File: src/b64r_pkg.sv
// Shared types, constants and lookup functions for the reference-to-hex decoder.
`default_nettype none

package b64r_pkg;

  localparam int unsigned POS_W      = 6;
  localparam logic [POS_W-1:0] POS_MAX      = 6'd63;
  localparam logic [POS_W-1:0] POS_HDR_HI   = 6'd1;
  localparam logic [POS_W-1:0] POS_FIRST_PL = 6'd2;
  localparam logic [POS_W-1:0] POS_LAST     = 6'd44;

  localparam logic [7:0] HDR_CHAR0 = 8'h48;
  localparam logic [7:0] HDR_CHAR1 = 8'h31;

  localparam int unsigned Q_DEPTH = 4;
  localparam int unsigned Q_AW    = $clog2(Q_DEPTH);

  localparam logic [4:0] SEQ_PREFIX_END = 5'd15;
  localparam logic [4:0] SEQ_HEX_HI     = 5'd16;
  localparam logic [4:0] SEQ_HEX_LO     = 5'd17;
  localparam logic [4:0] SEQ_STATUS     = 5'd18;

  typedef enum logic [1:0] {
    ST_OK       = 2'd0,
    ST_NOT_CORR = 2'd1,
    ST_INVALID  = 2'd2
  } status_e;

  // One unit of work handed from the front end to the output sequencer.
  typedef struct packed {
    logic       prefix_en;
    logic       byte_en;
    logic [7:0] data;
    logic       status_en;
    status_e    status;
  } job_t;

  // Returns {invalid, value} for a URL-safe base64 character.
  function automatic logic [6:0] sixbit_of(input logic [7:0] c);
    logic [7:0] v;
    v = 8'd0;
    case (c) inside
      [8'h41:8'h5A]: v = c - 8'h41;
      [8'h61:8'h7A]: v = c - 8'h61 + 8'd26;
      [8'h30:8'h39]: v = c - 8'h30 + 8'd52;
      8'h2D:         v = 8'd62;
      8'h5F:         v = 8'd63;
      default:       v = 8'd64;
    endcase
    return v[6:0];
  endfunction

  // Lowercase hex digit.
  function automatic logic [7:0] hex_char(input logic [3:0] n);
    logic [7:0] r;
    if (n < 4'd10) begin
      r = 8'h30 + {4'd0, n};
    end else begin
      r = 8'h57 + {4'd0, n};
    end
    return r;
  endfunction

  // Fixed sixteen-character text prefix.
  function automatic logic [7:0] prefix_char(input logic [3:0] idx);
    logic [7:0] r;
    case (idx)
      4'd0:    r = 8'h68;
      4'd1:    r = 8'h65;
      4'd2:    r = 8'h70;
      4'd3:    r = 8'h74;
      4'd4:    r = 8'h61;
      4'd5:    r = 8'h2D;
      4'd6:    r = 8'h76;
      4'd7:    r = 8'h31;
      4'd8:    r = 8'h2D;
      4'd9:    r = 8'h73;
      4'd10:   r = 8'h68;
      4'd11:   r = 8'h61;
      4'd12:   r = 8'h32;
      4'd13:   r = 8'h35;
      4'd14:   r = 8'h36;
      4'd15:   r = 8'h3A;
      default: r = 8'h00;
    endcase
    return r;
  endfunction

endpackage

`default_nettype wire

File: src/b64r_front.sv
// Front end: header check, base64 decode, byte assembly and status classification.
`default_nettype none

module b64r_front import b64r_pkg::*; (
  input  wire logic       clk_i,
  input  wire logic       rst_ni,
  input  wire logic       accept_i,
  input  wire logic [7:0] ref_char_i,
  input  wire logic       last_char_i,
  output logic            push_o,
  output job_t            job_o
);

  logic [POS_W-1:0] pos_q, pos_d;
  logic [11:0]      buf_q, buf_d;
  logic [3:0]       cnt_q, cnt_d;
  logic             hbad_q, hbad_d;
  logic             pbad_q, pbad_d;

  logic [6:0]  sx;
  logic        payload;
  logic        hbad_n, pbad_n;
  logic [11:0] buf_sh, buf_n;
  logic [3:0]  cnt_sum, cnt_n;
  logic        byte_done;
  logic [7:0]  byte_val;
  logic [11:0] keep_mask;

  always_comb begin
    sx      = sixbit_of(ref_char_i);
    payload = (pos_q >= POS_FIRST_PL) && (pos_q <= POS_LAST);
    hbad_n  = hbad_q
            | ((pos_q == '0) && (ref_char_i != HDR_CHAR0))
            | ((pos_q == POS_HDR_HI) && (ref_char_i != HDR_CHAR1));
    pbad_n  = pbad_q | (payload && sx[6]);

    buf_sh    = {buf_q[5:0], (sx[6] ? 6'd0 : sx[5:0])};
    cnt_sum   = cnt_q + 4'd6;
    byte_done = payload && (cnt_sum >= 4'd8);
    if (byte_done) begin
      cnt_n = cnt_sum - 4'd8;
    end else if (payload) begin
      cnt_n = cnt_sum;
    end else begin
      cnt_n = cnt_q;
    end

    // After a byte completes only zero, two or four bits remain.
    case (cnt_n)
      4'd2: begin
        byte_val  = buf_sh[9:2];
        keep_mask = 12'h003;
      end
      4'd4: begin
        byte_val  = buf_sh[11:4];
        keep_mask = 12'h00F;
      end
      default: begin
        byte_val  = buf_sh[7:0];
        keep_mask = 12'h000;
      end
    endcase

    if (byte_done) begin
      buf_n = buf_sh & keep_mask;
    end else if (payload) begin
      buf_n = buf_sh;
    end else begin
      buf_n = buf_q;
    end

    job_o.prefix_en = (pos_q == '0) && !last_char_i;
    job_o.byte_en   = byte_done && !hbad_n && !pbad_n;
    job_o.data      = byte_val;
    job_o.status_en = last_char_i;
    if ((pos_q != POS_LAST) || hbad_n) begin
      job_o.status = ST_NOT_CORR;
    end else if (pbad_n || (cnt_n != 4'd2) || (buf_n[1:0] != 2'b00)) begin
      job_o.status = ST_INVALID;
    end else begin
      job_o.status = ST_OK;
    end

    push_o = accept_i && (job_o.prefix_en || job_o.byte_en || job_o.status_en);

    pos_d  = pos_q;
    buf_d  = buf_q;
    cnt_d  = cnt_q;
    hbad_d = hbad_q;
    pbad_d = pbad_q;
    if (accept_i) begin
      if (last_char_i) begin
        pos_d  = '0;
        buf_d  = '0;
        cnt_d  = '0;
        hbad_d = 1'b0;
        pbad_d = 1'b0;
      end else begin
        pos_d  = (pos_q < POS_MAX) ? pos_q + 6'd1 : pos_q;
        buf_d  = buf_n;
        cnt_d  = cnt_n;
        hbad_d = hbad_n;
        pbad_d = pbad_n;
      end
    end
  end

  always_ff @(posedge clk_i or negedge rst_ni) begin
    if (!rst_ni) begin
      pos_q  <= '0;
      buf_q  <= '0;
      cnt_q  <= '0;
      hbad_q <= 1'b0;
      pbad_q <= 1'b0;
    end else begin
      pos_q  <= pos_d;
      buf_q  <= buf_d;
      cnt_q  <= cnt_d;
      hbad_q <= hbad_d;
      pbad_q <= pbad_d;
    end
  end

endmodule

`default_nettype wire

File: src/b64r_fifo.sv
// Small job queue between the front end and the output sequencer.
`default_nettype none

module b64r_fifo import b64r_pkg::*; (
  input  wire logic clk_i,
  input  wire logic rst_ni,
  input  wire logic push_i,
  input  job_t      job_i,
  input  wire logic pop_i,
  output logic      full_o,
  output logic      valid_o,
  output job_t      job_o
);

  job_t            mem_q [Q_DEPTH];
  logic [Q_AW-1:0] wr_q, wr_d, rd_q, rd_d;
  logic [Q_AW:0]   cnt_q, cnt_d;

  assign full_o  = (cnt_q == (Q_AW+1)'(Q_DEPTH));
  assign valid_o = (cnt_q != '0);
  assign job_o   = mem_q[rd_q];

  always_comb begin
    wr_d  = push_i ? wr_q + 1'b1 : wr_q;
    rd_d  = pop_i  ? rd_q + 1'b1 : rd_q;
    cnt_d = cnt_q + (Q_AW+1)'(push_i) - (Q_AW+1)'(pop_i);
  end

  always_ff @(posedge clk_i) begin
    if (push_i) begin
      mem_q[wr_q] <= job_i;
    end
  end

  always_ff @(posedge clk_i or negedge rst_ni) begin
    if (!rst_ni) begin
      wr_q  <= '0;
      rd_q  <= '0;
      cnt_q <= '0;
    end else begin
      wr_q  <= wr_d;
      rd_q  <= rd_d;
      cnt_q <= cnt_d;
    end
  end

  a_no_overflow: assert property (@(posedge clk_i) disable iff (!rst_ni)
    push_i |-> (!full_o || pop_i))
    else $error("job queue written while full");

  a_no_underflow: assert property (@(posedge clk_i) disable iff (!rst_ni)
    pop_i |-> valid_o)
    else $error("job queue read while empty");

  a_count_bound: assert property (@(posedge clk_i) disable iff (!rst_ni)
    cnt_q <= (Q_AW+1)'(Q_DEPTH))
    else $error("job queue count out of range");

endmodule

`default_nettype wire

File: src/b64r_back.sv
// Output sequencer: expands queued jobs into prefix, hex and status requests.
`default_nettype none

module b64r_back import b64r_pkg::*; (
  input  wire logic       clk_i,
  input  wire logic       rst_ni,
  input  wire logic       q_valid_i,
  input  job_t            q_job_i,
  output logic            q_pop_o,
  output logic            out_valid_o,
  input  wire logic       out_stall_i,
  output logic [7:0]      out_char_o,
  output logic            is_status_o,
  output logic [1:0]      status_o,
  output logic            last_o
);

  job_t       cur_q, cur_d;
  logic       cur_vld_q, cur_vld_d;
  logic [4:0] seq_q, seq_d;
  logic       ov_q, ov_d;
  logic [7:0] och_q, och_d;
  logic       ost_q, ost_d;
  logic [1:0] osc_q, osc_d;

  logic       emit, last_item;
  logic [4:0] seq_nx, seq_first;

  always_comb begin
    emit = cur_vld_q && (!ov_q || !out_stall_i);

    case (seq_q)
      SEQ_PREFIX_END: last_item = !cur_q.byte_en && !cur_q.status_en;
      SEQ_HEX_LO:     last_item = !cur_q.status_en;
      SEQ_STATUS:     last_item = 1'b1;
      default:        last_item = 1'b0;
    endcase

    case (seq_q)
      SEQ_PREFIX_END: seq_nx = cur_q.byte_en ? SEQ_HEX_HI : SEQ_STATUS;
      SEQ_HEX_HI:     seq_nx = SEQ_HEX_LO;
      SEQ_HEX_LO:     seq_nx = SEQ_STATUS;
      default:        seq_nx = seq_q + 5'd1;
    endcase

    if (q_job_i.prefix_en) begin
      seq_first = '0;
    end else if (q_job_i.byte_en) begin
      seq_first = SEQ_HEX_HI;
    end else begin
      seq_first = SEQ_STATUS;
    end

    ov_d  = ov_q;
    och_d = och_q;
    ost_d = ost_q;
    osc_d = osc_q;
    if (ov_q && !out_stall_i) begin
      ov_d = 1'b0;
    end
    if (emit) begin
      ov_d = 1'b1;
      if (seq_q == SEQ_STATUS) begin
        och_d = 8'h00;
        ost_d = 1'b1;
        osc_d = cur_q.status;
      end else begin
        ost_d = 1'b0;
        osc_d = ST_OK;
        if (seq_q == SEQ_HEX_HI) begin
          och_d = hex_char(cur_q.data[7:4]);
        end else if (seq_q == SEQ_HEX_LO) begin
          och_d = hex_char(cur_q.data[3:0]);
        end else begin
          och_d = prefix_char(seq_q[3:0]);
        end
      end
    end

    q_pop_o   = 1'b0;
    cur_d     = cur_q;
    cur_vld_d = cur_vld_q;
    seq_d     = emit ? seq_nx : seq_q;
    if (!cur_vld_q || (emit && last_item)) begin
      q_pop_o   = q_valid_i;
      cur_vld_d = q_valid_i;
      cur_d     = q_job_i;
      seq_d     = seq_first;
    end
  end

  always_ff @(posedge clk_i or negedge rst_ni) begin
    if (!rst_ni) begin
      cur_vld_q <= 1'b0;
      seq_q     <= '0;
      ov_q      <= 1'b0;
    end else begin
      cur_vld_q <= cur_vld_d;
      seq_q     <= seq_d;
      ov_q      <= ov_d;
    end
  end

  always_ff @(posedge clk_i) begin
    cur_q <= cur_d;
    och_q <= och_d;
    ost_q <= ost_d;
    osc_q <= osc_d;
  end

  assign out_valid_o = ov_q;
  assign out_char_o  = och_q;
  assign is_status_o = ost_q;
  assign status_o    = osc_q;
  assign last_o      = ost_q;

endmodule

`default_nettype wire

File: src/base64url_ref_to_hex_decoder.sv
// Path: a request goes through the job queue, the back end's current job and the output register.
// Throughput: one input request per cycle while the job queue has room; one result per cycle
// while out_stall_i is low. A payload character makes up to two hex results, so sustained intake is
// bounded by the single output register; the first character makes sixteen prefix results.
// Reset: asynchronous, active low; clears position, bit buffer, flags, queue and output valid.
// No clearing pass is needed; the block accepts requests in the first cycle after reset.
`default_nettype none

module base64url_ref_to_hex_decoder import b64r_pkg::*; (
  input  wire logic       clk_i,
  input  wire logic       rst_ni,
  input  wire logic       in_valid_i,
  output logic            in_stall_o,
  input  wire logic [7:0] ref_char_i,
  input  wire logic       last_char_i,
  output logic            out_valid_o,
  input  wire logic       out_stall_i,
  output logic [7:0]      out_char_o,
  output logic            is_status_o,
  output logic [1:0]      status_o,
  output logic            last_o
);

  // The front end holds all per-reference state and turns each accepted
  // character into at most one job: prefix, one decoded byte, a status, or a
  // byte followed by a status. Characters that yield nothing push no job.
  logic accept;
  logic push;
  job_t push_job;

  // The queue decouples intake from output so a stalled consumer does not
  // stop intake until four jobs are waiting.
  logic q_full;
  logic q_valid;
  logic q_pop;
  job_t q_job;

  assign in_stall_o = q_full;
  assign accept     = in_valid_i && !q_full;

  b64r_front u_front (
    .clk_i       (clk_i),
    .rst_ni      (rst_ni),
    .accept_i    (accept),
    .ref_char_i  (ref_char_i),
    .last_char_i (last_char_i),
    .push_o      (push),
    .job_o       (push_job)
  );

  b64r_fifo u_fifo (
    .clk_i   (clk_i),
    .rst_ni  (rst_ni),
    .push_i  (push),
    .job_i   (push_job),
    .pop_i   (q_pop),
    .full_o  (q_full),
    .valid_o (q_valid),
    .job_o   (q_job)
  );

  // The back end walks each job item by item into a registered output stage,
  // which holds a finished result while the consumer stalls.
  b64r_back u_back (
    .clk_i       (clk_i),
    .rst_ni      (rst_ni),
    .q_valid_i   (q_valid),
    .q_job_i     (q_job),
    .q_pop_o     (q_pop),
    .out_valid_o (out_valid_o),
    .out_stall_i (out_stall_i),
    .out_char_o  (out_char_o),
    .is_status_o (is_status_o),
    .status_o    (status_o),
    .last_o      (last_o)
  );

endmodule

`default_nettype wire

File: config.mk
export PLATFORM = sky130hd
export DESIGN_NAME = base64url_ref_to_hex_decoder
export DESIGN_NICKNAME = d
export VERILOG_FILES = /design/src/b64r_pkg.sv /design/src/b64r_front.sv /design/src/b64r_fifo.sv /design/src/b64r_back.sv /design/src/base64url_ref_to_hex_decoder.sv
export SDC_FILE = /design/constraint.sdc
export NUM_CORES = 1
export LEC_CHECK = 0
export BUFFER_PORTS_ARGS = -buffer_cell sky130_fd_sc_hd__buf_2
export CAP_MARGIN = 20
export CORE_MARGIN = 2
export CORE_UTILIZATION = 60
export DETAILED_ROUTE_END_ITERATION = 10
export GPL_ROUTABILITY_DRIVEN = 1
export PLACE_DENSITY = 0.78
export SLEW_MARGIN = 5
export SYNTH_ARGS = -nofsm -noshare
export SYNTH_HDL_FRONTEND = slang
export SYNTH_HIERARCHICAL = 1
export SYNTH_SLANG_ARGS = --single-unit
File: constraint.sdc
create_clock -name clk_i -period 3.5 [get_ports clk_i]
set_input_delay 0.35 -clock clk_i [delete_from_list [all_inputs] [get_ports clk_i]]
set_output_delay 0.35 -clock clk_i [all_outputs]
set_load 0.02 [all_outputs]
Yosys cells after proc, flatten, opt, wreduce, memory -nomap -nowiden:

Memories as Yosys holds them, arrays and structs flattened.
Cells that the tools add are included.

* register bits: 55
* bits in writable memories: 52
* bits in read-only memories: 96
* input bits: 13
* logic and storage cells: 147
* memories: 2

Memory list
* (no name shown): words 16, bits a word 6, read ports 1, clocked after Yosys merged registers in 0, wr ports 0, RTL line b64r_pkg.sv:67 `case (idx)`
* u_fifo.mem_q: words 4, bits a word 13, read ports 1, clocked after Yosys merged registers in 0, wr ports 1, RTL line b64r_fifo.sv:15 `job_t mem_q [Q_DEPTH];`

* add/sub/neg operators: 17
* $lt $le $gt $ge: 12
* eq/ne operators: 14
* multiplexer cells: 37
* bitwise logic cells: 4
* reduce and logical (&&, ||, !) cells: 42

Operator list (number)
* two-way mux 6 bit: 6
* two-way mux 7 bit: 5
* two-way mux 8 bit: 4
* logical AND 1 bit: 17
* adder 7 x 4 -> 8 bit, first input constant: 2
* >= comparator 8 x 7 -> 1 bit, second input constant: 2
* <= comparator 8 x 7 -> 1 bit, second input constant: 2
* one-hot mux 8 bit (2 select lines): 1
* equality test 5 bit, second input constant: 3
* two-way mux 5 bit: 3
* one-hot mux 5 bit (3 select lines): 1
* adder 6 x 4 -> 7 bit, first input constant: 2
* subtractor 7 bit, second input constant: 2
* two-way mux 4 bit: 3
* zero test 1 bit: 9
* equality test 8 x 6 -> 1 bit, second input constant: 1
* equality test 8 x 7 -> 1 bit, second input constant: 1
* >= comparator 8 x 6 -> 1 bit, second input constant: 1
* <= comparator 8 x 6 -> 1 bit, second input constant: 1
* less-than comparator 4 bit, second input constant: 2
* two-way mux 1 bit: 8
* two-way mux 2 bit: 4
* inequality test 8 x 6 -> 1 bit, second input constant: 1
* inequality test 8 x 7 -> 1 bit, second input constant: 1
* 30 further kinds: 44

Logic depth before layout (Yosys ltp):

Gate-level depths: netlist of the first run.

* depth after elaboration: 15
* gate-level depth with buffers: 13
* depth with buffers taken out: 12

Hierarchy:

The synthesis of the first run kept the hierarchy.

By module, submodules not included
* b64r_fifo: times used 1, cells an instance 102, area an instance 2296.0 um^2, seq. area each 1736.7 um^2
* b64r_front: times used 1, cells an instance 231, area an instance 1829.3 um^2, seq. area each 425.4 um^2
* b64r_back: times used 1, cells an instance 153, area an instance 1709.1 um^2, seq. area each 835.8 um^2
* base64url_ref_to_hex_decoder: times used 1, cells an instance 1, area an instance 13.8 um^2, seq. area each 0.0 um^2

Worst setup path before layout of the first run:

OpenSTA, ideal clock, no wires.

* kind: input-to-reg
* from: input ref_char_i[2]
* to: memory u_fifo/mem_q[0][0] (netlist name) (enable)
* setup time: 0.361 ns
* arrival time: 2.849 ns
* setup slack: 0.291 ns
* stages: 9
* buffers on the path: 0
* path through: inv_1 -> ha_1 -> a21oi_1 -> o311ai_1 -> nor2_1 -> a31oi_4 -> nand4_1 -> a31oi_1 -> and2_1

* longest elaborated chain between the ends: 15
* elaborated cells on any way between the ends: 38
* classes of those cells: 5 x add/sub; 6 x order compare; 4 x eq/ne; 7 x mux; 3 x bitwise; 13 x reduce/logical

Ends and longest elaborated chain
* start: declaration: RTL line base64url_ref_to_hex_decoder.sv:14 `input wire logic [7:0] ref_char_i,`
* parallel branches: the longest is 9 deep, another holds subtractor 7 x 6 -> 7 bit
* logical AND 1 bit (*): RTL line b64r_front.sv:73 `job_o.byte_en = byte_done && !hbad_n && !pbad_n;`
* logical OR 1 bit (*) (2 in series): RTL line b64r_front.sv:84 `push_o = accept_i && (job_o.prefix_en || job_o.byte_en || job_o.status_en);`
* logical AND 1 bit (*): RTL line b64r_front.sv:84
* via push: RTL line base64url_ref_to_hex_decoder.sv:28 `logic push;`
* two-way mux 1 bit (*): RTL line b64r_fifo.sv:30 `if (push_i) begin`
* two-way mux 1 bit (not written as such) (*): RTL line b64r_fifo.sv:31 `mem_q[wr_q] <= job_i;`
* end: declaration: RTL line b64r_fifo.sv:15

Mark *: on every way through the listed nets, which the timed path passes.

==> implementation parameters, run 1 <==
Parameter                              Value

Timing
  Worst setup skew after layout ... around 0.0074 ns
  Number of endpoints with negative hold slack in the final report ... 0
  Final setup vio count ... 0
  Post-layout worst setup margin ... between 0.6 and 0.7 ns
  Slew at the pin with the worst max-slew slack ... ~0.83 ns
  Unrepaired setup endpoints after global routing ... no
  Min cycle time layout ... about 2.9 ns
  Final slew viol count ... 0
  Max transition margin ... between 40% and 50%
  Setup tns final ... 0 ns
  Post-route fraction of the period consumed by the critical path ... between 80% and 90%
  Top achievable clock speed ... approximately 350 MHz

GRT
  Sum of overflow across all layers after global routing ... 0
  Overall fraction of global-route tracks in use ... a little under a quarter
  Pin count of the biggest net entering global routing ... 32
  Number of global-route vias before repair ... ~3800
  Initial antenna violation count ... 0
  Global-route wire length before repair ... roughly 18000 um

Layout
  Post-route cell area ... ~6300 um2
  Ratio of cells with drive above 1 in the final layout ... approximately 15%
  Leading cell type in the layout, fill and taps excluded ... edfxtp_1
  Util after Layout ... roughly two thirds
  Most used cells in the layout excluding fill and tap cells ... edfxtp_1 (74), inv_1 (34), dfrtp_1 (31), nand2_1 (28)
  Layout Area Growth over Synthesis ... 7.21%
  Count of antenna diodes in the layout ... 0
  Nets ... 555

Drt
  Violation count after the first detailed-route iteration ... around 180
  Detailed-route via count ... 3970
  Total routed wirelength ... between 10000 and 15000 um
  DRC ... 0
  Number of nets still failing antenna checks after routing ... 0
  WL/cell ... ~17 um
  1st-pass router iterations ... 4
  Avg Vias per Cell ... roughly 6.1

Clocking
  Num CTS Buffers ... 9
  # hold bufs at CTS ... 0
  Post CTS Setup Buffer Count ... 0
  Clk buf depth ... 2
  Clock tree from TritonCTS ... built
  Count of clock tree sinks ... between 100 and 150
  PostCTS Resize Cnt ... 0
  H-Tree Depth ... 3
  Clock tree root driver cell ... clkbuf_8
  Insertion delay of the later-clocked pin in the worst-skew pair ... roughly 0.37 ns
  Clock transition time at the flip-flop clock pins of the worst setup and hold paths ... 0.09 ns

Synthesis
  Most area-hungry cell type in the Yosys netlist ... edfxtp_1
  Number of warnings reported in the yosys synthesis log ... 6
  Area of the mapped netlist ... roughly 5800 um2
  Most area-consuming cells after synthesis ... edfxtp_1 (38%), dfrtp_1 (13%), ha_1 (5.8%)
  Most common flop cell mapped by yosys ... edfxtp_1
  Async set or reset register ratio after synthesis ... between 20% and 30%
  #FFs+latches synth ... roughly 110
  Nets in the synthesized netlist ... ~530
  Fraction of the yosys area taken by sequential cells ... ~50%
  Post-synthesis cell type count ... 84
  Top cell type's share of synthesized area ... roughly 38%
  Number of instances in the synthesized netlist ... about 490
  EDFF count, synth ... 74
  Average size of a mapped cell ... 12.0 um2

Job
  Max_cap viols ... 0

Critical path
  Setup crit start ... u_front/pos_q[2]
  Critical path data required time ... roughly 3.6 ns
  Worst reg2reg path startpoint ... u_front/pos_q[2]
  Worst endpoint data arrival time ... just under 3 ns
  Cell class contributing the biggest share of worst-path delay ... simple AND/OR/NAND/NOR gates
  Critical path class ... reg2reg
  Critical path endpoint category ... flop
  Crit-path slowest cell ... or4_4
  Buffers & Inverters on Critical Path ... 0
  Maximum fanout along the worst path ... 10
  Crit path launch type ... flop
  Maximum single-stage delay on the critical path ... 0.58 ns
  Cell Chain, Critical Path ... or4_4 > o31ai_4 > mux2_4 > or2_1 > o21ai_0

Power and ir drop
  Net switching power ... 1.54 mW
  Proportion of total power due to net switching ... 35.6%
  Worst ir drop on vdd ... approximately 0.41 mV
  Power Density ... 690 nW/um2
  Relative contribution of the clock network to total power ... around 17%
  Power Internal ... between 2 and 3 mW
  Combinational share of power ... 37.9%
  Leakage component of the power ... about 2.5 nW
  Sequential power share ... a little under half

Floorplanning
  Number of placement rows ... 36
  Initial cell density of the core ... a little over 60%
  Die span in y ... 103 um
  Full die area ... between 10000 and 15000 um2
  Top Ports ... 27
  Placeable core region ... between 9000 and 10000 um2
  Overall die width ... about 100 um

Placed design
  Gp weighted congestion ... about 0.86
  IO buf count ... 25
  Placed wire-length estimate ... ~8400 um
  Total cell area at the placement stage ... slightly above 6000 um2
  Worst slack after detailed placement ... 0.339 ns

Status
  Run status ... complete, no violations

Min path
  Classification of the worst-slack hold path ... in2async
-- state kept, by name, indices dropped and copies added, names as in the netlist, 3 cells and up --
register and cells:
u_front/pos_q 6, u_fifo/mem_q 52, u_front/cnt_q 3, u_back/seq_q 5
u_front/buf_q 6, u_fifo/cnt_q 3, u_back/out_char_o 7, u_back/cur_q 12
-- per-stage QoR --
step / power (mW) / hold slack [ns] / instances
CTS: 4.35 / 0.0375 / 652
detailed placement: 3.63 / 0.448 / 636
global route: 4.62 / 0.0559 / 652
global placement: 3.56 / 0.431 / 636
floorplan: 3.29 / 0.0544 / 487
finish: 4.32 / 0.0247 / 652
-- Yosys cell counts (5+ instances only) --
cell / n
a21o_1: 6
a21oi_1: 22
a22o_1: 6
a22oi_1: 6
and2_1: 11
and3_1: 6
buf_2: 7
buf_6: 5
dfrtp_1: 31
edfxtp_1: 74
ha_1: 27
inv_1: 34
mux4_1: 5
mux4_2: 9
nand2_1: 28
nand2b_1: 6
nand3_1: 12
nor2_1: 20
nor2b_1: 11
nor3_1: 8
o21ai_0: 27
o21ai_1: 6
o22ai_1: 6
o31ai_1: 5
xnor2_1: 6
xor2_1: 8
-- final timing paths --
check	slack, ns	cells after the start	endpoint
max in group asynchronous	3.01	1	u_front/buf_q[1]
hold reg to reg	0.51	1	u_front/hbad_q
hold / removal	0.02	1	u_back/seq_q[0]
min in group clk_i	0.27	3	u_back/out_valid_o
setup / recovery	0.63	5	u_fifo/mem_q[3][7]
setup reg to reg	0.63	5	u_fifo/mem_q[3][7]
-- final cells by class --
cell class / instances / area (um2)
clock buffers: 14 / 188
clock inverters: 2 / 10.0
fillers: 721 / 3320
inverters: 36 / 135
multi-input cells: 326 / 2560
flip-flops and latches: 105 / 3000
well taps: 133 / 166
repair buffers: 36 / 208
-- routing by layer --
metal | GRT usage (%) | share of wire, % | wire (um) | up-vias
met5 | 0 | 0 | 0 | -
met4 | 8.82 | 2.2 | 251 | 0
met3 | 5.63 | 4.9 | 561 | 19
met2 | 41.7 | 54 | 6100 | 125
met1 | 27.4 | 39 | 4480 | 1941
li1 | - | - | - | 1885
-- power by group through the flow --
| stage | clock network, mW | registers, mW | logic [mW] |
|---|---|---|---|
| 3_5_place_dp | 0 | 2.00 | 1.63 |
| 4_1_cts | 0.737 | 1.97 | 1.64 |
| 3_3_place_gp | 0 | 1.98 | 1.58 |
| 5_1_grt | 0.782 | 2.02 | 1.82 |
| 6_report | 0.712 | 1.97 | 1.64 |
| 2_1_floorplan | 0 | 1.88 | 1.40 |
-- cells by family (layout without fill, tap and decap cells) --
kind of cell | Yosys count | after routing | share of synthesized area (%)
AND/OR/NAND/NOR | 132 | 132 | 12.9
AO/OA/AOI/OAI | 131 | 131 | 15.8
flip-flops | 105 | 105 | 51.3
buffers and inverters | 56 | 88 | 4.88
adder cells (fa/ha/maj) | 28 | 28 | 6.12
multiplexers | 20 | 20 | 6.85
XOR/XNOR | 14 | 14 | 2.10
other | 1 | 1 | 0.0641
Note: power is estimated with default switching activity, not from simulation.
==> run 2: changes to the inputs <==
ABC_AREA = 1   (was default)
CORE_UTILIZATION = 56   (was 60)
PLACE_DENSITY = 0.76   (was 0.78)
clock period = 2.3 ns   (was 3.5 ns; I/O delays follow)
==> run 2 against run 1 <==
Net effect:
- the run now ends with negative setup slack left
- setup slack lost 0.66 ns
- clock skew grew 0.0034 ns
- wire length grew 27%
- die area grew 18%
- area after synthesis grew 11%
- synthesized cell count grew 53%
- final area grew 26%
- critical path type unchanged
- critical endpoint is now u_fifo/cnt_q[2]
- highest routed layer unchanged
==> implementation parameters, run 2 <==
Parameter                              Value

Placed design
  Total cell area at the placement stage ... 7220 um2 (+19%)
  IO buf count ... 25 (unchanged)
  Placed wire-length estimate ... 10600 um (+25%)
  Placed cell count ... 975 (+53%)
  Gp weighted congestion ... 0.876 (+1.8%)
  Worst slack after detailed placement ... -0.256 ns (-0.594 ns)

Timing
  Max transition margin ... 47.2% (+2.5 points)
  Worst hold slack ... 0.129 ns (+0.104 ns)
  Unrepaired setup endpoints after global routing ... yes
  Slew at the pin with the worst max-slew slack ... 0.791 ns (-0.0372 ns)
  Top achievable clock speed ... 428 MHz (+23%)
  Post-layout worst setup margin ... -0.0341 ns (-0.665 ns)
  Min cycle time layout ... 2.33 ns (-0.535 ns)
  Post-route fraction of the period consumed by the critical path ... 101% (+20 points)
  Final setup vio count ... 2 (+2)
  Worst setup skew after layout ... 0.0108 ns (+0.00342 ns)
  Final slew viol count ... 0 (unchanged)
  Number of endpoints with negative hold slack in the final report ... 0 (unchanged)
  Setup tns final ... -0.0543 ns (-0.0543 ns)

Synthesis
  Number of instances in the synthesized netlist ... 746 (+53%)
  Ranking of synthesized cells by instance count ... nand2_1 (183), inv_1 (131), edfxtp_1 (74)
  Fraction of the yosys area taken by sequential cells ... 46.3% (-5.0 points)
  Nets in the synthesized netlist ... 787 (+49%)
  Top cell type's share of synthesized area ... 34.3% (-3.7 points)
  Average size of a mapped cell ... 8.68 um2 (-28%)
  Area of the mapped netlist ... 6470 um2 (+11%)
  #FFs+latches synth ... 105 (unchanged)
  Most area-consuming cells after synthesis ... edfxtp_1 (34%), dfrtp_1 (12%), nand2_1 (11%)
  Number of warnings reported in the yosys synthesis log ... 6 (unchanged)
  Most area-hungry cell type in the Yosys netlist ... edfxtp_1
  Async set or reset register ratio after synthesis ... 29.5% (unchanged)
  EDFF count, synth ... 74 (unchanged)
  Most common flop cell mapped by yosys ... edfxtp_1
  Post-synthesis cell type count ... 52 (-38%)
  Most numerous cell in the Yosys netlist ... nand2_1

Critical path
  Critical path endpoint category ... flop
  End of the worst register-to-register path ... u_fifo/cnt_q[2]
  Critical path data required time ... 2.59 ns (-1.00 ns)
  Number of cells on the worst reg-to-reg path ... 17 (+12)
  Worst reg2reg path startpoint ... u_back/seq_q[1]
  Maximum fanout along the worst path ... 3 (-7)
  Worst endpoint data arrival time ... 2.63 ns (-0.33 ns)
  Slack of the worst reg-to-reg path ... -0.03 ns (-0.66 ns)
  Critical path class ... reg2reg
  Crit path launch type ... flop

Drt
  1st-pass router iterations ... 5 (+1)
  Detailed-route via count ... 5308 (+34%)
  Number of nets still failing antenna checks after routing ... 0 (unchanged)
  WL/cell ... 14.3 um (-18%)
  Total routed wirelength ... 14400 um (+27%)
  DRC ... 0 (unchanged)
  Avg Vias per Cell ... 5.26 (-14%)
  Violation count after the first detailed-route iteration ... 502 (+170%)

Layout
  Post-route cell area ... 7880 um2 (+26%)
  Number of flip-flops under the largest register name ... 52 (unchanged)
  Ratio of cells with drive above 1 in the final layout ... 29.4% (+15 points)
  Count of antenna diodes in the layout ... 0 (unchanged)
  Nets ... 903 (+63%)
  Util after Layout ... 69.3% (+4.0 points)
  Count of filler cells inserted in the layout ... 836 (+16%)
  Leading cell type in the layout, fill and taps excluded ... nand2_1
  Layout Area Growth over Synthesis ... 21.7%
  Final non-filler cell total ... 1010 (+55%)
  Most used cells in the layout excluding fill and tap cells ... nand2_1 (179), inv_1 (119), buf_4 (91), edfxtp_1 (74), nand3_1 (66)
  Top register by number of flip-flops ... u_fifo/mem_q

Floorplanning
  Initial cell density of the core ... 56.9% (-4.0 points)
  Placeable core region ... 11400 um2 (+19%)
  Top Ports ... 27 (unchanged)
  Full die area ... 12400 um2 (+18%)
  Overall die width ... 112 um (+8.6%)
  Number of placement rows ... 39 (+8.3%)
  Die span in y ... 112 um (+8.6%)

Job
  Max_cap viols ... 0 (unchanged)

GRT
  Pin count of the biggest net entering global routing ... 32 (unchanged)
  Sum of overflow across all layers after global routing ... 0 (unchanged)
  Met1 usage in global routing ... 26.3% (-1.1 points)
  Global-route wire length before repair ... 24000 um (+30%)
  Initial antenna violation count ... 0 (unchanged)
  Overall fraction of global-route tracks in use ... 24.0% (+0.57 points)
  Number of global-route vias before repair ... 5327 (+39%)
  Met3 global-route usage ... 4.30% (-1.3 points)
  Most used routing layer in global routing ... met2
  Global-route track usage on met2 ... 46.4% (+4.7 points)

Clocking
  Clock transition time at the flip-flop clock pins of the worst setup and hold paths ... 0.07 ns (-0.02 ns)
  Clock tree from TritonCTS ... built
  Count of clock tree sinks ... 105 (unchanged)
  Insertion delay of the later-clocked pin in the worst-skew pair ... 0.35 ns (-0.02 ns)
  Num CTS Buffers ... 9 (unchanged)
  H-Tree Depth ... 3 (unchanged)
  Clk buf depth ... 2 (unchanged)
  Clock tree root driver cell ... clkbuf_16

Power and ir drop
  Sequential power share ... 30.6% (-15 points)
  Power Density ... 1220 nW/um2 (+77%)
  Relative contribution of the clock network to total power ... 17.0% (+0.5 points)
  Worst ir drop on vdd ... 1.04 mV (+160%)
  Power Internal ... 5.66 mW (+100%)
  Net switching power ... 3.95 mW (+160%)
  Combinational share of power ... 52.4% (+15 points)
  Leakage component of the power ... 3.78 nW (+54%)
  Overall power consumption ... 9.62 mW (+120%)
  Proportion of total power due to net switching ... 41.1% (+5.5 points)

Min path
  Classification of the worst-slack hold path ... in2reg
  Capture endpoint of the worst hold path ... u_back/out_valid_o
  Number of stages on the worst hold path ... 3
  Beginning of the worst hold path ... out_stall_i

Status
  Failing checks ... negative setup slack
  Run status ... complete, but fails checks
[run 2: layout make-up]
| class | instances | area, um2 | share of cell area, % |
|---|---|---|---|
| clock buffer | 10 | 229 | 2.91 |
| clock inverter | 6 | 91.3 | 1.16 |
| inverter | 149 | 571 | 7.24 |
| multi-input combinational | 475 | 2950 | 37.4 |
| sequential | 105 | 3000 | 38.0 |
| tap | 143 | 179 | 2.27 |
| timing repair buffer | 120 | 852 | 10.8 |
| timing repair inverter | 2 | 15.0 | 0.191 |
[run 2: cells by family after synthesis]
group	Yosys count	share of synthesized area [%]
AO/OA/AOI/OAI	78	7.46
XOR/XNOR	13	1.76
adder cells (fa/ha/maj)	28	5.53
buffers and inverters	166	11.3
flip-flops	105	46.3
other	1	0.0579
AND/OR/NAND/NOR	355	27.6
[run 2: metal layers]
layer	wire length [um]	up-vias
li1	-	2630
met1	5550	2469
met2	7950	170
met3	571	39
met4	342	0
met5	0	-
[run 2: power by group through the flow]
stage                     clock, mW  combinational (mW)  sequential [mW]
final                          1.64                5.04             2.94
after global routing           1.75                5.57             2.99
after CTS                      1.67                4.67             2.94
after detailed placement          0                4.31             2.98
after global placement            0                4.12             2.95
after floorplan                   0                2.91             3.03
[run 2: timing repair]
item,in CTS,in global routing
setup endpoints to repair,58,82
gates resized for setup,24,24
hold buffers,1,0
cloned,2,0
hold endpoints to repair,31,0
buffers inserted,13,4
pin swaps,17,16
[run 2: worst max path at each step]
stage	from	to	slack, ns
floorplan	u_back/seq_q[0]	u_fifo/cnt_q[2]	-0.03
finish	u_back/seq_q[1]	u_fifo/cnt_q[2]	-0.03
global placement	ref_char_i[3]	u_fifo/cnt_q[2]	-0.14
detailed placement	ref_char_i[2]	u_fifo/cnt_q[2]	-0.26
CTS	u_back/seq_q[1]	u_fifo/cnt_q[1]	-0.05
global route	u_back/seq_q[1]	u_fifo/cnt_q[2]	-0.15
[run 2: worst max-delay path, cell delays in order, from the launching register on]
cell and delay [ns]:
dfrtp_1 0.41, ha_2 0.21, inv_2 0.06, nor2_4 0.04, ha_4 0.17, nand2_4 0.08
nand2_4 0.06, nand2_4 0.08, nand2_4 0.05, nand2_4 0.07, nor2_4 0.05, ha_4 0.26
inv_2 0.04, ha_4 0.15, fa_2 0.35, inv_2 0.06, nand3_1 0.07, nand2_1 0.06
==> run 3: changes to the inputs <==
CELL_PAD_IN_SITES_DETAIL_PLACEMENT = 0   (was default)
CELL_PAD_IN_SITES_GLOBAL_PLACEMENT = 1   (was default)
CORE_UTILIZATION = 43   (was 56)
==> run 3 against run 2 <==
Net effect:
- the run now ends clean
- global-route usage is 5.6 points lower
- sequential cell count unchanged
- worst hold slack gained 0.0080 ns
- power is 1.9% lower
- sequential share of layout area down 0.52 points
- first-iteration DRC count down 56%
- critical endpoint is now u_fifo/cnt_q[1]
- largest cell class unchanged
==> implementation parameters, run 3 (same netlist as run 2, synthesis figures left out) <==
Parameter                              Value

Status
  Run status ... complete, no violations

Timing
  Worst hold slack ... 0.137 ns (+0.00803 ns)
  Min cycle time layout ... 2.26 ns (-0.0721 ns)
  Post-route fraction of the period consumed by the critical path ... 98.3% (-3.1 points)
  Top achievable clock speed ... 442 MHz (+3.2%)
  Number of endpoints with negative hold slack in the final report ... 0 (unchanged)
  Setup tns final ... 0 ns (+0.0543 ns)
  Final slew viol count ... 0 (unchanged)
  Worst setup skew after layout ... 0.00910 ns (-0.00174 ns)
  Final setup vio count ... 0 (-2)
  Max transition margin ... 47.4% (+0.21 points)
  Slew at the pin with the worst max-slew slack ... 0.788 ns (-0.00310 ns)
  Unrepaired setup endpoints after global routing ... yes

Power and ir drop
  Worst ir drop on vdd ... 1.03 mV (-1.0%)
  Overall power consumption ... 9.43 mW (-1.9%)
  Leakage component of the power ... 3.79 nW (+0.36%)
  Power Density ... 1180 nW/um2 (-3.3%)

GRT
  Initial antenna violation count ... 0 (unchanged)
  Overall fraction of global-route tracks in use ... 18.4% (-5.6 points)
  Global-route wire length before repair ... 23800 um (-0.92%)
  Sum of overflow across all layers after global routing ... 0 (unchanged)
  Number of global-route vias before repair ... 5107 (-4.1%)
  Pin count of the biggest net entering global routing ... 32 (unchanged)

Drt
  Violation count after the first detailed-route iteration ... 221 (-56%)
  Detailed-route via count ... 5126 (-3.4%)
  1st-pass router iterations ... 4 (-1)
  DRC ... 0 (unchanged)
  Avg Vias per Cell ... 4.86 (-7.5%)
  Number of nets still failing antenna checks after routing ... 0 (unchanged)
  WL/cell ... 13.3 um (-6.6%)
  Total routed wirelength ... 14100 um (-2.5%)

Layout
  Ratio of cells with drive above 1 in the final layout ... 30.1% (+0.70 points)
  Count of filler cells inserted in the layout ... 1330 (+59%)
  Number of flip-flops under the largest register name ... 52 (unchanged)
  Leading cell type in the layout, fill and taps excluded ... nand2_1
  Count of antenna diodes in the layout ... 0 (unchanged)
  Layout Area Growth over Synthesis ... 23.4%
  Most used cells in the layout excluding fill and tap cells ... nand2_1 (176), inv_1 (119), buf_4 (91), edfxtp_1 (74), nand3_1 (66)
  Nets ... 906 (+0.33%)
  Post-route cell area ... 7990 um2 (+1.4%)
  Top register by number of flip-flops ... u_fifo/mem_q

Floorplanning
  Placeable core region ... 14600 um2 (+29%)
  Full die area ... 16100 um2 (+29%)
  Top Ports ... 27 (unchanged)
  Die span in y ... 127 um (+14%)
  Number of placement rows ... 44 (+13%)
  Initial cell density of the core ... 44.2% (-13 points)
  Overall die width ... 127 um (+14%)

Min path
  Classification of the worst-slack hold path ... in2reg

Critical path
  Worst endpoint data arrival time ... 2.49 ns (-0.14 ns)
  Critical path data required time ... 2.53 ns (-0.06 ns)
  Maximum fanout along the worst path ... 3 (unchanged)
  Critical path class ... reg2reg
  Critical path endpoint category ... flop
  Crit path launch type ... flop

Clocking
  Clock tree from TritonCTS ... built
  H-Tree Depth ... 3 (unchanged)
  Num CTS Buffers ... 9 (unchanged)
  Clk buf depth ... 2 (unchanged)
  Clock transition time at the flip-flop clock pins of the worst setup and hold paths ... 0.08 ns (about the same)
  Clock tree root driver cell ... clkbuf_16
  Insertion delay of the later-clocked pin in the worst-skew pair ... 0.36 ns (about the same)
  Count of clock tree sinks ... 105 (unchanged)

Placed design
  Total cell area at the placement stage ... 7310 um2 (+1.1%)
  IO buf count ... 25 (unchanged)
  Placed wire-length estimate ... 10500 um (-0.29%)
  Gp weighted congestion ... 0.909 (+3.7%)

Job
  Max_cap viols ... 0 (unchanged)
[run 3: cell count changes in the layout (fill, tap and decap cells not counted), moves of 2 or more]
cell,before,now
bufinv_16,2,0
clkinv_4,0,2
clkinv_8,0,2
ha_2,3,5
nand2_1,179,176
nand2_8,1,3
[run 3: cell type report]
cell class | count | area [um2] | area share [%]
clock inverters | 7 | 81.3 | 1.02
repair inverters | 4 | 30.0 | 0.376
repair buffers | 121 | 867 | 10.9
inverters | 149 | 573 | 7.17
flip-flops and latches | 105 | 3000 | 37.5
clock buffers | 9 | 225 | 2.82
well taps | 184 | 230 | 2.88
multi-input cells | 475 | 2990 | 37.4
[run 3: through the flow]
step / std cells / utilization, % / setup WS (ns)
finish: 1054 / 54.6 / 0.0381
floorplan: 746 / - / -0.0336
detailed placement: 1020 / 49.9 / -0.286
global route: 1054 / 54.6 / -0.0731
global placement: 1020 / 49.9 / -0.210
CTS: 1049 / 53.8 / -0.0162
[run 3: final timing paths]
path,start,endpoint,slack [ns],depth (start not counted)
setup / recovery,u_back/seq_q[1],u_fifo/cnt_q[1],0.04,14
hold / removal,out_stall_i,u_back/out_valid_o,0.14,3
hold reg to reg,u_front/buf_q[3],u_front/buf_q[3],0.54,2
max in group asynchronous,rst_ni,u_front/cnt_q[3],1.30,2
setup reg to reg,u_back/seq_q[1],u_fifo/cnt_q[1],0.04,14
min in group asynchronous,rst_ni,u_back/out_valid_o,0.49,2
[run 3: what timing repair did]
action,in CTS,in global routing
setup endpoints to repair,54,90
hold buffers,1,0
resized for setup,38,21
pin swaps,13,8
hold endpoints to repair,31,0
setup buffers,8,5
cloned,4,0
[run 3: worst max-delay path, stage by stage (launching register included)]
cell,delay (ns)
dfrtp_1,0.39
ha_2,0.20
inv_2,0.03
nor2_2,0.08
ha_2,0.20
nand2_2,0.07
nand2_4,0.07
nand2_4,0.05
nand2_4,0.06
nand2_4,0.05
nor2_4,0.12
ha_4,0.22
inv_4,0.05
ha_4,0.12
fa_2,0.42
[run 3: routing by layer]
| metal | vias up | track usage [%] | wire length (um) |
|---|---|---|---|
| met4 | 0 | 6.40 | 264 |
| met5 | - | 0 | 0 |
| met2 | 84 | 34.6 | 7500 |
| met3 | 21 | 3.08 | 409 |
| li1 | 2632 | - | - |
| met1 | 2389 | 21.1 | 5880 |
[run 3: power breakdown]
part	internal, mW	total (mW)	switching [mW]
Combinational	1.95	5.00	3.05
Clock	0.776	1.53	0.757
Sequential	2.70	2.90	0.198
Total	5.43	9.43	4.00
